`src/hdl/positional_array_insert_delete_assert.svh`:
```
// ----------------------------------------------------------------------------
// positional_array_insert_delete assertion macros
// Clocked assertion wrappers used by the positional array top level.
// They expect signals named clk and arst_n in the using scope.
// ----------------------------------------------------------------------------
`ifndef POSITIONAL_ARRAY_INSERT_DELETE_ASSERT_SVH
`define POSITIONAL_ARRAY_INSERT_DELETE_ASSERT_SVH

`ifndef ASSERT_OFF

// same-cycle implication
`define PAI_ASSERT_IMPL(lbl, ante, cons, msg) \
	lbl: assert property (@(posedge clk) disable iff (!arst_n) (ante) |-> (cons)) \
		else $error(msg);

// next-cycle implication
`define PAI_ASSERT_NEXT(lbl, ante, cons, msg) \
	lbl: assert property (@(posedge clk) disable iff (!arst_n) (ante) |=> (cons)) \
		else $error(msg);

`else

`define PAI_ASSERT_IMPL(lbl, ante, cons, msg)
`define PAI_ASSERT_NEXT(lbl, ante, cons, msg)

`endif

`endif

```
`src/hdl/posarr_pkg.sv`:
```
// ----------------------------------------------------------------------------
// posarr_pkg
// Shared types and constants for the positional array with insert/delete.
// ----------------------------------------------------------------------------
package posarr_pkg;

	localparam int CAPACITY_DEF = 128;
	localparam int POS_W        = 8;
	localparam int DATA_W       = 32;
	localparam int COUNT_W      = 8;

	// operation selector
	typedef enum logic [1:0] {
		OP_CLEAR  = 2'd0,
		OP_INSERT = 2'd1,
		OP_DELETE = 2'd2,
		OP_READ   = 2'd3
	} op_t;

	// result status
	typedef enum logic [1:0] {
		ST_OK      = 2'd0,
		ST_BAD_POS = 2'd1,
		ST_FULL    = 2'd2
	} status_t;

	// command broadcast to every cell of the row
	typedef struct packed {
		logic             ins;   // shift up above idx, load at idx
		logic             del;   // shift down from idx upward
		logic [POS_W-1:0] idx;   // 0-based target position
	} cell_cmd_t;

endpackage

```
`src/hdl/posarr_cell.sv`:
```
// ----------------------------------------------------------------------------
// posarr_cell
// One element of the array row. Holds, loads, or takes its neighbor's data.
// ----------------------------------------------------------------------------
module posarr_cell #(
	parameter int IDX = 0
) (
	input  logic                              clk,
	input  posarr_pkg::cell_cmd_t             cmd,
	input  logic [posarr_pkg::DATA_W-1:0]     value,
	input  logic [posarr_pkg::DATA_W-1:0]     lower_data,   // cell IDX-1
	input  logic [posarr_pkg::DATA_W-1:0]     upper_data,   // cell IDX+1
	output logic [posarr_pkg::DATA_W-1:0]     data_q
);

	localparam logic [posarr_pkg::POS_W-1:0] MY_IDX = posarr_pkg::POS_W'(IDX);

	logic [posarr_pkg::DATA_W-1:0] data_d;

	// local decision: insert opens a gap at idx, delete closes it
	always_comb begin
		data_d = data_q;
		if (cmd.ins) begin
			if (MY_IDX > cmd.idx) begin
				data_d = lower_data;
			end else if (MY_IDX == cmd.idx) begin
				data_d = value;
			end
		end else if (cmd.del) begin
			if (MY_IDX >= cmd.idx) begin
				data_d = upper_data;
			end
		end
	end

	// payload storage, no reset
	always_ff @(posedge clk) begin
		data_q <= data_d;
	end

endmodule

```
`config.mk`:
```
export PLATFORM = sky130hd
export DESIGN_NAME = posarr_cell
export DESIGN_NICKNAME = d
export VERILOG_FILES = /design/src/hdl/positional_array_insert_delete_assert.svh /design/src/hdl/posarr_pkg.sv /design/src/hdl/posarr_cell.sv
export SDC_FILE = /design/constraint.sdc
export NUM_CORES = 1
export LEC_CHECK = 0
export ABC_AREA = 1
export BUFFER_PORTS_ARGS = -buffer_cell sky130_fd_sc_hd__buf_2
export CAP_MARGIN = 20
export CORE_MARGIN = 5
export CORE_UTILIZATION = 37
export DETAILED_ROUTE_END_ITERATION = 10
export PLACE_DENSITY = 0.87
export SLEW_MARGIN = 20
export SYNTH_ARGS = -nofsm -noshare
export SYNTH_HDL_FRONTEND = slang
export SYNTH_SLANG_ARGS = --single-unit
```
`constraint.sdc`:
```
create_clock -name clk -period 3.2 [get_ports clk]
set_input_delay 0.32 -clock clk [delete_from_list [all_inputs] [get_ports clk]]
set_output_delay 0.32 -clock clk [all_outputs]
set_load 0.01 [all_outputs]
```
==> results.ini <==
[routing]
vias=1305
avgViaCountPerCell=4.31
ant_nets=0
routedWlPerCell_um=11.2
drt_first_pass_iters=4
drc=0
drt_iter0_drc=64
routed_wl_um=3380

[job]
maxCapViolCount=0

[layout]
layout_commonest_cell=buf_2
n_antenna_cell=0
multi_input_area_um2=432
layout.nets=359
design_area_um2=2110
syn2layout_area_growth_pct=41.4
largest_reg_flops=32
fillers=389
top_regs=data_q: 32 flops
final_cell_mix=buf_2, nand2_1, edfxtp_1
largest_register=data_q
regArea_um2=961
layout-drive-gt1-share=0.506

[floorplan]
dieArea_um2=5410
fp.dieH_um=73.6
pin_count=139
die_w_um=73.6
start_util=0.376
core-area_um2=3970
rows=23

[sta]
timing.final.crit_share=0.476
finalMaxSlewViolations=0
tightest_slew_ns=0.863
hold_viol=0
setup_viol=0
period_needed_ns=1.52
setup_tns_ns=0
postLayoutSetupSlackWorst_ns=1.68
max_freq_mhz=657
rsz0062_at_grt=no
slew-limit-headroom=0.423

[min_path]
hp-class=input port to register

[grt]
grt_max_degree=34
grt_overflow=0
gr-usage-all-layers=0.127
antenna_found_initial=0
grt_pass1_wl_um=5190
grt_pass1_vias=1214

[synth]
syn_area_um2=1500
syn_nets=252
synth_top_area_frac=0.643
ys_seq_elements=32
yosys_warnings=0
ys_top_cells_by_area=edfxtp_1, nand2_1, nand2_2
synth_cell_types=10
synthCells=145
postSynthAreaPerCell_um2=10.3
synth_top_cell_by_area=edfxtp_1
yosysSeqAreaShare=0.643

[pwr]
p_leak_nw=1.05
vdd_drop_max_uv=222
power_density_nw_per_um2=437

[placement]
finalWeightedCongestion=0.688
pre_cts_slack_ns=1.33
port_buffers=106
place_area_um2=2010
dp_hpwl_um=2620

[clock_network]
cts_root_buf=clkbuf_8
holdBufCountCts=0
cts_buffers=5
cts_tree=yes
cts_max_level=2
ctsResizeCount=0
cts_setup_buffers=0
numClockSinks=32
cts.clk_slew.worst_paths_ns=0.06
clockBufferDepth=2

[worst_setup_path]
worstSetupEndpointType=register
arrival_ns=1.42
setup.worst_path.class=input port to register
cp_max_fo=33
required_ns=3.10
cp-start-kind=input port

[outcome]
status=complete, no violations

[critical path, cell delays in order]
cell and delay (ns):
buf_2 0.14, inv_8 0.10, nand2_1 0.08, nand3_1 0.10, nor2_4 0.67
[cell families (layout without fill, tap and decap cells)]
family / Yosys count / in the layout / share of synthesized area
DFF: 32 / 32 / 0.643
buffers and inverters: 9 / 117 / 0.0736
and+or+nand+nor: 104 / 104 / 0.284
[report_power, final]
part	switching (mW)	internal (mW)	leakage [nW]	total [mW]
combinational	0.0469	0.0499	0.723	0.0968
sequential	0.000266	0.466	0.278	0.466
clock	0.136	0.226	0.0532	0.362
total	0.183	0.742	1.05	0.925
[final timing paths]
kind / from / to / slack (ns) / depth (start not counted)
setup / recovery: cmd[9] / data_q[29] / 1.68 / 5
hold / removal: upper_data[27] / data_q[27] / 0.31 / 3
[synth_stat cells (all sizes together)]
library cell	n
edfxtp	32
buf	4
nand2	98
nor2	5
nand3	1
clkbuf	3
inv	2
[layer usage]
layer  wire [µm]  track usage  vias up  share of wire
li1            -            -      672              -
met1        1190        0.133      566           0.35
met2        1770        0.230       62           0.52
met3         370       0.0424        5           0.11
met4          59       0.0543        0          0.017
met5           0            0        -              0
[stage by stage]
stage,instances,power [mW],utilization,hold slack (ns)
2_1_floorplan,145,0.530,-,0.493
3_3_place_gp,295,0.570,0.506,0.582
3_5_place_dp,295,0.573,0.506,0.588
4_1_cts,303,0.937,0.532,0.294
5_1_grt,303,0.966,0.532,0.304
6_report,303,0.925,0.532,0.306
[cell type report]
cell class / instances / share of cell area
clock buffers: 5 / 0.0325
well taps: 50 / 0.0296
repair buffers: 107 / 0.254
clock inverters: 3 / 0.0178
inverters: 2 / 0.00710
multi-input cells: 104 / 0.204
flip-flops and latches: 32 / 0.454
No activity file was read; power rests on OpenSTA's default activity.
