--- config.mk ---
export PLATFORM = sky130hd
export DESIGN_NAME = posarr_ctrl
export DESIGN_NICKNAME = d
export VERILOG_FILES = /design/src/hdl/positional_array_insert_delete_assert.svh /design/src/hdl/posarr_pkg.sv /design/src/hdl/posarr_ctrl.sv
export SDC_FILE = /design/constraint.sdc
export NUM_CORES = 1
export LEC_CHECK = 0
export ABC_AREA = 1
export BUFFER_PORTS_ARGS = -buffer_cell sky130_fd_sc_hd__buf_2
export CAP_MARGIN = 0
export CORE_UTILIZATION = 49
export DETAILED_ROUTE_END_ITERATION = 10
export GPL_ROUTABILITY_DRIVEN = 1
export PLACE_DENSITY_LB_ADDON = 0.3
export SLEW_MARGIN = 20
export SYNTH_ARGS = -nofsm -noshare
export SYNTH_HDL_FRONTEND = slang
export SYNTH_SLANG_ARGS = --single-unit
--- constraint.sdc ---
create_clock -name clk -period 2.57 [get_ports clk]
set_input_delay 0.514 -clock clk [delete_from_list [all_inputs] [get_ports clk]]
set_output_delay 0.514 -clock clk [all_outputs]
set_load 0.005 [all_outputs]
--- src/hdl/positional_array_insert_delete_assert.svh ---
// ----------------------------------------------------------------------------
// positional_array_insert_delete assertion macros
// Clocked assertion wrappers used by the positional array top level.
// They expect signals named clk and arst_n in the using scope.
// ----------------------------------------------------------------------------
`ifndef POSITIONAL_ARRAY_INSERT_DELETE_ASSERT_SVH
`define POSITIONAL_ARRAY_INSERT_DELETE_ASSERT_SVH

`ifndef ASSERT_OFF

// same-cycle implication
`define PAI_ASSERT_IMPL(lbl, ante, cons, msg) \
	lbl: assert property (@(posedge clk) disable iff (!arst_n) (ante) |-> (cons)) \
		else $error(msg);

// next-cycle implication
`define PAI_ASSERT_NEXT(lbl, ante, cons, msg) \
	lbl: assert property (@(posedge clk) disable iff (!arst_n) (ante) |=> (cons)) \
		else $error(msg);

`else

`define PAI_ASSERT_IMPL(lbl, ante, cons, msg)
`define PAI_ASSERT_NEXT(lbl, ante, cons, msg)

`endif

`endif

--- src/hdl/posarr_pkg.sv ---
// ----------------------------------------------------------------------------
// posarr_pkg
// Shared types and constants for the positional array with insert/delete.
// ----------------------------------------------------------------------------
package posarr_pkg;

	localparam int CAPACITY_DEF = 128;
	localparam int POS_W        = 8;
	localparam int DATA_W       = 32;
	localparam int COUNT_W      = 8;

	// operation selector
	typedef enum logic [1:0] {
		OP_CLEAR  = 2'd0,
		OP_INSERT = 2'd1,
		OP_DELETE = 2'd2,
		OP_READ   = 2'd3
	} op_t;

	// result status
	typedef enum logic [1:0] {
		ST_OK      = 2'd0,
		ST_BAD_POS = 2'd1,
		ST_FULL    = 2'd2
	} status_t;

	// command broadcast to every cell of the row
	typedef struct packed {
		logic             ins;   // shift up above idx, load at idx
		logic             del;   // shift down from idx upward
		logic [POS_W-1:0] idx;   // 0-based target position
	} cell_cmd_t;

endpackage

--- src/hdl/posarr_ctrl.sv ---
// ----------------------------------------------------------------------------
// posarr_ctrl
// Decodes an operation, checks its position, keeps the element count and
// issues the shift command to the cell row.
// ----------------------------------------------------------------------------
module posarr_ctrl #(
	parameter int CAPACITY = posarr_pkg::CAPACITY_DEF
) (
	input  logic                              clk,
	input  logic                              arst_n,
	input  logic                              fire,
	input  posarr_pkg::op_t                   op,
	input  logic [posarr_pkg::POS_W-1:0]      pos,
	output posarr_pkg::cell_cmd_t             cmd,
	output posarr_pkg::status_t               status,
	output logic [posarr_pkg::COUNT_W-1:0]    count_next,
	output logic [posarr_pkg::COUNT_W-1:0]    count_q
);

	localparam logic [posarr_pkg::COUNT_W-1:0] CAP_CNT = posarr_pkg::COUNT_W'(CAPACITY);

	logic pos_zero;
	logic ins_pos_ok;
	logic acc_pos_ok;
	logic full;
	logic do_ins;
	logic do_del;

	// position checks: insert allows count+1, delete/read allow count
	assign pos_zero   = (pos == '0);
	assign ins_pos_ok = !pos_zero && ({1'b0, pos} <= ({1'b0, count_q} + 9'd1));
	assign acc_pos_ok = !pos_zero && (pos <= count_q);
	assign full       = (count_q >= CAP_CNT);

	// status and action decode
	always_comb begin
		status = posarr_pkg::ST_OK;
		do_ins = 1'b0;
		do_del = 1'b0;
		case (op)
			posarr_pkg::OP_CLEAR: begin
				status = posarr_pkg::ST_OK;
			end
			posarr_pkg::OP_INSERT: begin
				if (!ins_pos_ok) begin
					status = posarr_pkg::ST_BAD_POS;
				end else if (full) begin
					status = posarr_pkg::ST_FULL;
				end else begin
					do_ins = 1'b1;
				end
			end
			posarr_pkg::OP_DELETE: begin
				if (!acc_pos_ok) begin
					status = posarr_pkg::ST_BAD_POS;
				end else begin
					do_del = 1'b1;
				end
			end
			posarr_pkg::OP_READ: begin
				if (!acc_pos_ok) begin
					status = posarr_pkg::ST_BAD_POS;
				end
			end
			default: begin
				status = posarr_pkg::ST_OK;
			end
		endcase
	end

	// count after this operation
	always_comb begin
		if (op == posarr_pkg::OP_CLEAR) begin
			count_next = '0;
		end else if (do_ins) begin
			count_next = count_q + 8'd1;
		end else if (do_del) begin
			count_next = count_q - 8'd1;
		end else begin
			count_next = count_q;
		end
	end

	// cell command, only on an accepted transaction
	assign cmd.ins = fire && do_ins;
	assign cmd.del = fire && do_del;
	assign cmd.idx = pos - 8'd1;

	// element count
	always_ff @(posedge clk or negedge arst_n) begin
		if (!arst_n) begin
			count_q <= '0;
		end else if (fire) begin
			count_q <= count_next;
		end
	end

endmodule

==> results by group <==
Cells and area
  – Ant diodes: 0
  – Biggest regs: count_q x8
  – Max reg flops: 8
  – Share of cells above drive strength 1: 0.452
  – Top reg by flops: count_q
  – # nets final: between 300 and 400
  – Layout area overhead: 51.6%

Clock network
  – Clock sinks: 8
  – CTS tree: done
  – Worst skew pair latency: roughly 0.27 ns
  – Htree depth: 1
  – Root Buffer: clkbuf_4
  – CTS buffer count: 3
  – Clock tree buffer depth: 2
  – Clock Pin Slew Worst Setup and Hold Paths: about 0.060 ns

Timing
  – Tightest Pin Transition: 0.395 ns
  – Final slew viol count: 0
  – RSZ-0062 raised after global routing: yes
  – Crit path time final: around 3.2 ns
  – Final Hold Vio Count: 0
  – Final setup margin: -0.627 ns
  – Final setup violating endpoints: 12
  – Clock Skew: 0.00326 ns
  – Max Clk Rate: around 310 MHz
  – Slew HR: 0.736
  – Final Cycle Share: 1.24

Critical path
  – Max stage delay on crit path: around 0.46 ns
  – R2R setup slack: roughly 0.01 ns
  – Crit path from: count_q[0]
  – Crit Path Class: flop to primary output
  – Highest net fanout along the worst path: 6
  – End of the critical path: count_next[1]
  – Worst setup SP type: flop
  – Crit-path cells: inv_1 > ha_1 > inv_1 > ha_1 > nand2_1 > inv_1 > nand2_1 > nand2_1 > nand2_1 > nand2_1 > nand2_1 > nand2_1 > nand2_4 > nand3_4 > nand3_2 > and3_1 > buf_2
  – CP endpoint kind: primary output
  – Slowest stage cell, crit path: dfrtp_2
  – Arr. time, crit path: 2.68 ns
  – Critical R2R Launch: count_q[0]
  – Worst R2R End: count_q[6]
  – Path depth of the worst reg2reg path: 18
  – Most used cell, CP: nand2_1
  – Worst Path Required: 2.06 ns

Pwr
  – Pleak: 1.35 nW
  – Pwr/cell area: 902 nW/um2
  – Total power: 2.17 mW
  – VDD IR-drop max: ~510 uV

Placed design
  – GPL Wtd Cong: roughly 0.87
  – I/O Buffers: 40
  – DPL Wire Length: 3.72 mm
  – Post-Place Worst Slack: -0.238 ns

Floorplan
  – Core box area: ~3000 um2
  – Chip Height: a little under 60 um
  – Num ports: 41
  – Row count: 20
  – Initial core utilization: 0.518
  – Die W: about 60 um
  – Die Area: between 3000 and 4000 um2

Outcome
  – Outcome: complete, but fails checks
  – Violated checks: setup timing

Synthesis
  – YS warnings: 0
  – Synth Net Count: 270
  – Top cell type's share of synthesized area: 0.166
  – Synthesized area per cell: 6.71 um2
  – Most frequent cell after synthesis: nand2_1
  – Largest cells by area after synthesis: ha_1 17%, nand2_1 15%, dfrtp_1 13%
  – Ys async rst share: 1.00
  – Flops & latches, synth: 8
  – Top_reg_cell synth: dfrtp_1
  – Number of synthesized flops with an enable pin: 0
  – Synthesized area: between 1500 and 2000 um2
  – Synth cell count leaders: 63 x nand2_1, 33 x inv_1, 21 x ha_1, 16 x nand4_1, 14 x nor2_1
  – Mapped Cells: about 240
  – Dominant cell type by area after synthesis: ha_1
  – Yosys cell types: 32
  – Seq/Total Area, Yosys: 0.126

Flow run
  – Max cap viols: 0

Routing
  – Starting DRT DRC Count: 176
  – Final wirelength: between 5 and 6 mm
  – ANT nets after route: 0
  – Drt via density: between 5 and 6
  – WL per Instance: between 15 and 20 um
  – DR DRC count: 0
  – Number of vias in the routed layout: just under 2k
  – DRT Pass-1 Iters: 7

Global route
  – Total gr overflow: 0
  – Vias in the first global route: ~1.8k
  – Gr usage total: 0.293
  – Initial antenna violation count: 0
  – Pin count of the biggest net entering global routing: 12
  – First-pass GRT wire length: 7.73 mm

Worst hold path
  – Min-Delay Path Class: input pin to async pin
routing by layer:
metal	up-vias	track usage	share of wire
met1	911	0.368	0.41
met5	-	0	0
met4	0	0.0782	0.028
met2	90	0.505	0.50
li1	948	-	-
met3	19	0.0637	0.067
final cells by class:
class                           instances  area (um2)
Clock buffer                            4        26.3
Fill cell                             207         653
Inverter                               36         138
Multi-Input combinational cell        184        1320
Sequential cell                         8         205
Tap cell                               44        55.1
Timing Repair Buffer                   93         658
repair_timing:
action / in CTS / in global routing
resized for setup: 6 / 24
setup endpoints to repair: 12 / 14
gates cloned: 1 / 0
hold buffers: 0 / 0
pin swaps: 10 / 10
buffers inserted: 2 / 5
worst min path at each step:
stage,startpoint,end
final,arst_n,count_q[2]
after global routing,arst_n,count_q[2]
after CTS,arst_n,count_q[7]
after detailed placement,arst_n,count_q[3]
after global placement,arst_n,count_q[4]
after floorplan,arst_n,count_q[0]
through the flow:
stage	cells	hold WS, ns	util	instance area (um2)	TNS [ns]
2_1_floorplan	236	0.218	-	1630	-0.0358
3_3_place_gp	357	0.368	0.718	2190	-1.11
3_5_place_dp	357	0.369	0.718	2190	-1.83
4_1_cts	364	0.0804	0.743	2270	-4.87
5_1_grt	369	0.0752	0.786	2400	-8.88
6_report	369	0.0757	0.786	2400	-6.68
critical path, delay by kind of cell (launching register included):
kind	cells	cell delay, ns
simple gates	11	1.01
fa+ha+maj	2	0.58
flops	1	0.46
buf+inv	4	0.36
where the power goes:
group	total (mW)	switching (mW)	internal (mW)
logic	1.79	0.961	0.829
clock network	0.115	0.0551	0.0602
registers	0.260	0.0812	0.179
total	2.17	1.10	1.07
cell usage in the layout, fill, tap and decap left out, types with 8 or more instances in the layout:
cell type   n
inv_1      30
nor2_1      9
xor2_1     11
buf_4      44
nand4_1    16
buf_2      40
nand3_1     8
nand2_1    59
ha_1       18
logic make-up after synthesis:
family	Yosys count	share of synthesized area
compound gates	24	0.0957
buf+inv	45	0.136
xor+xnor	16	0.0885
flops	8	0.126
fa+ha+maj	21	0.166
simple gates	122	0.387
Note: power is estimated with default switching activity, not from simulation.
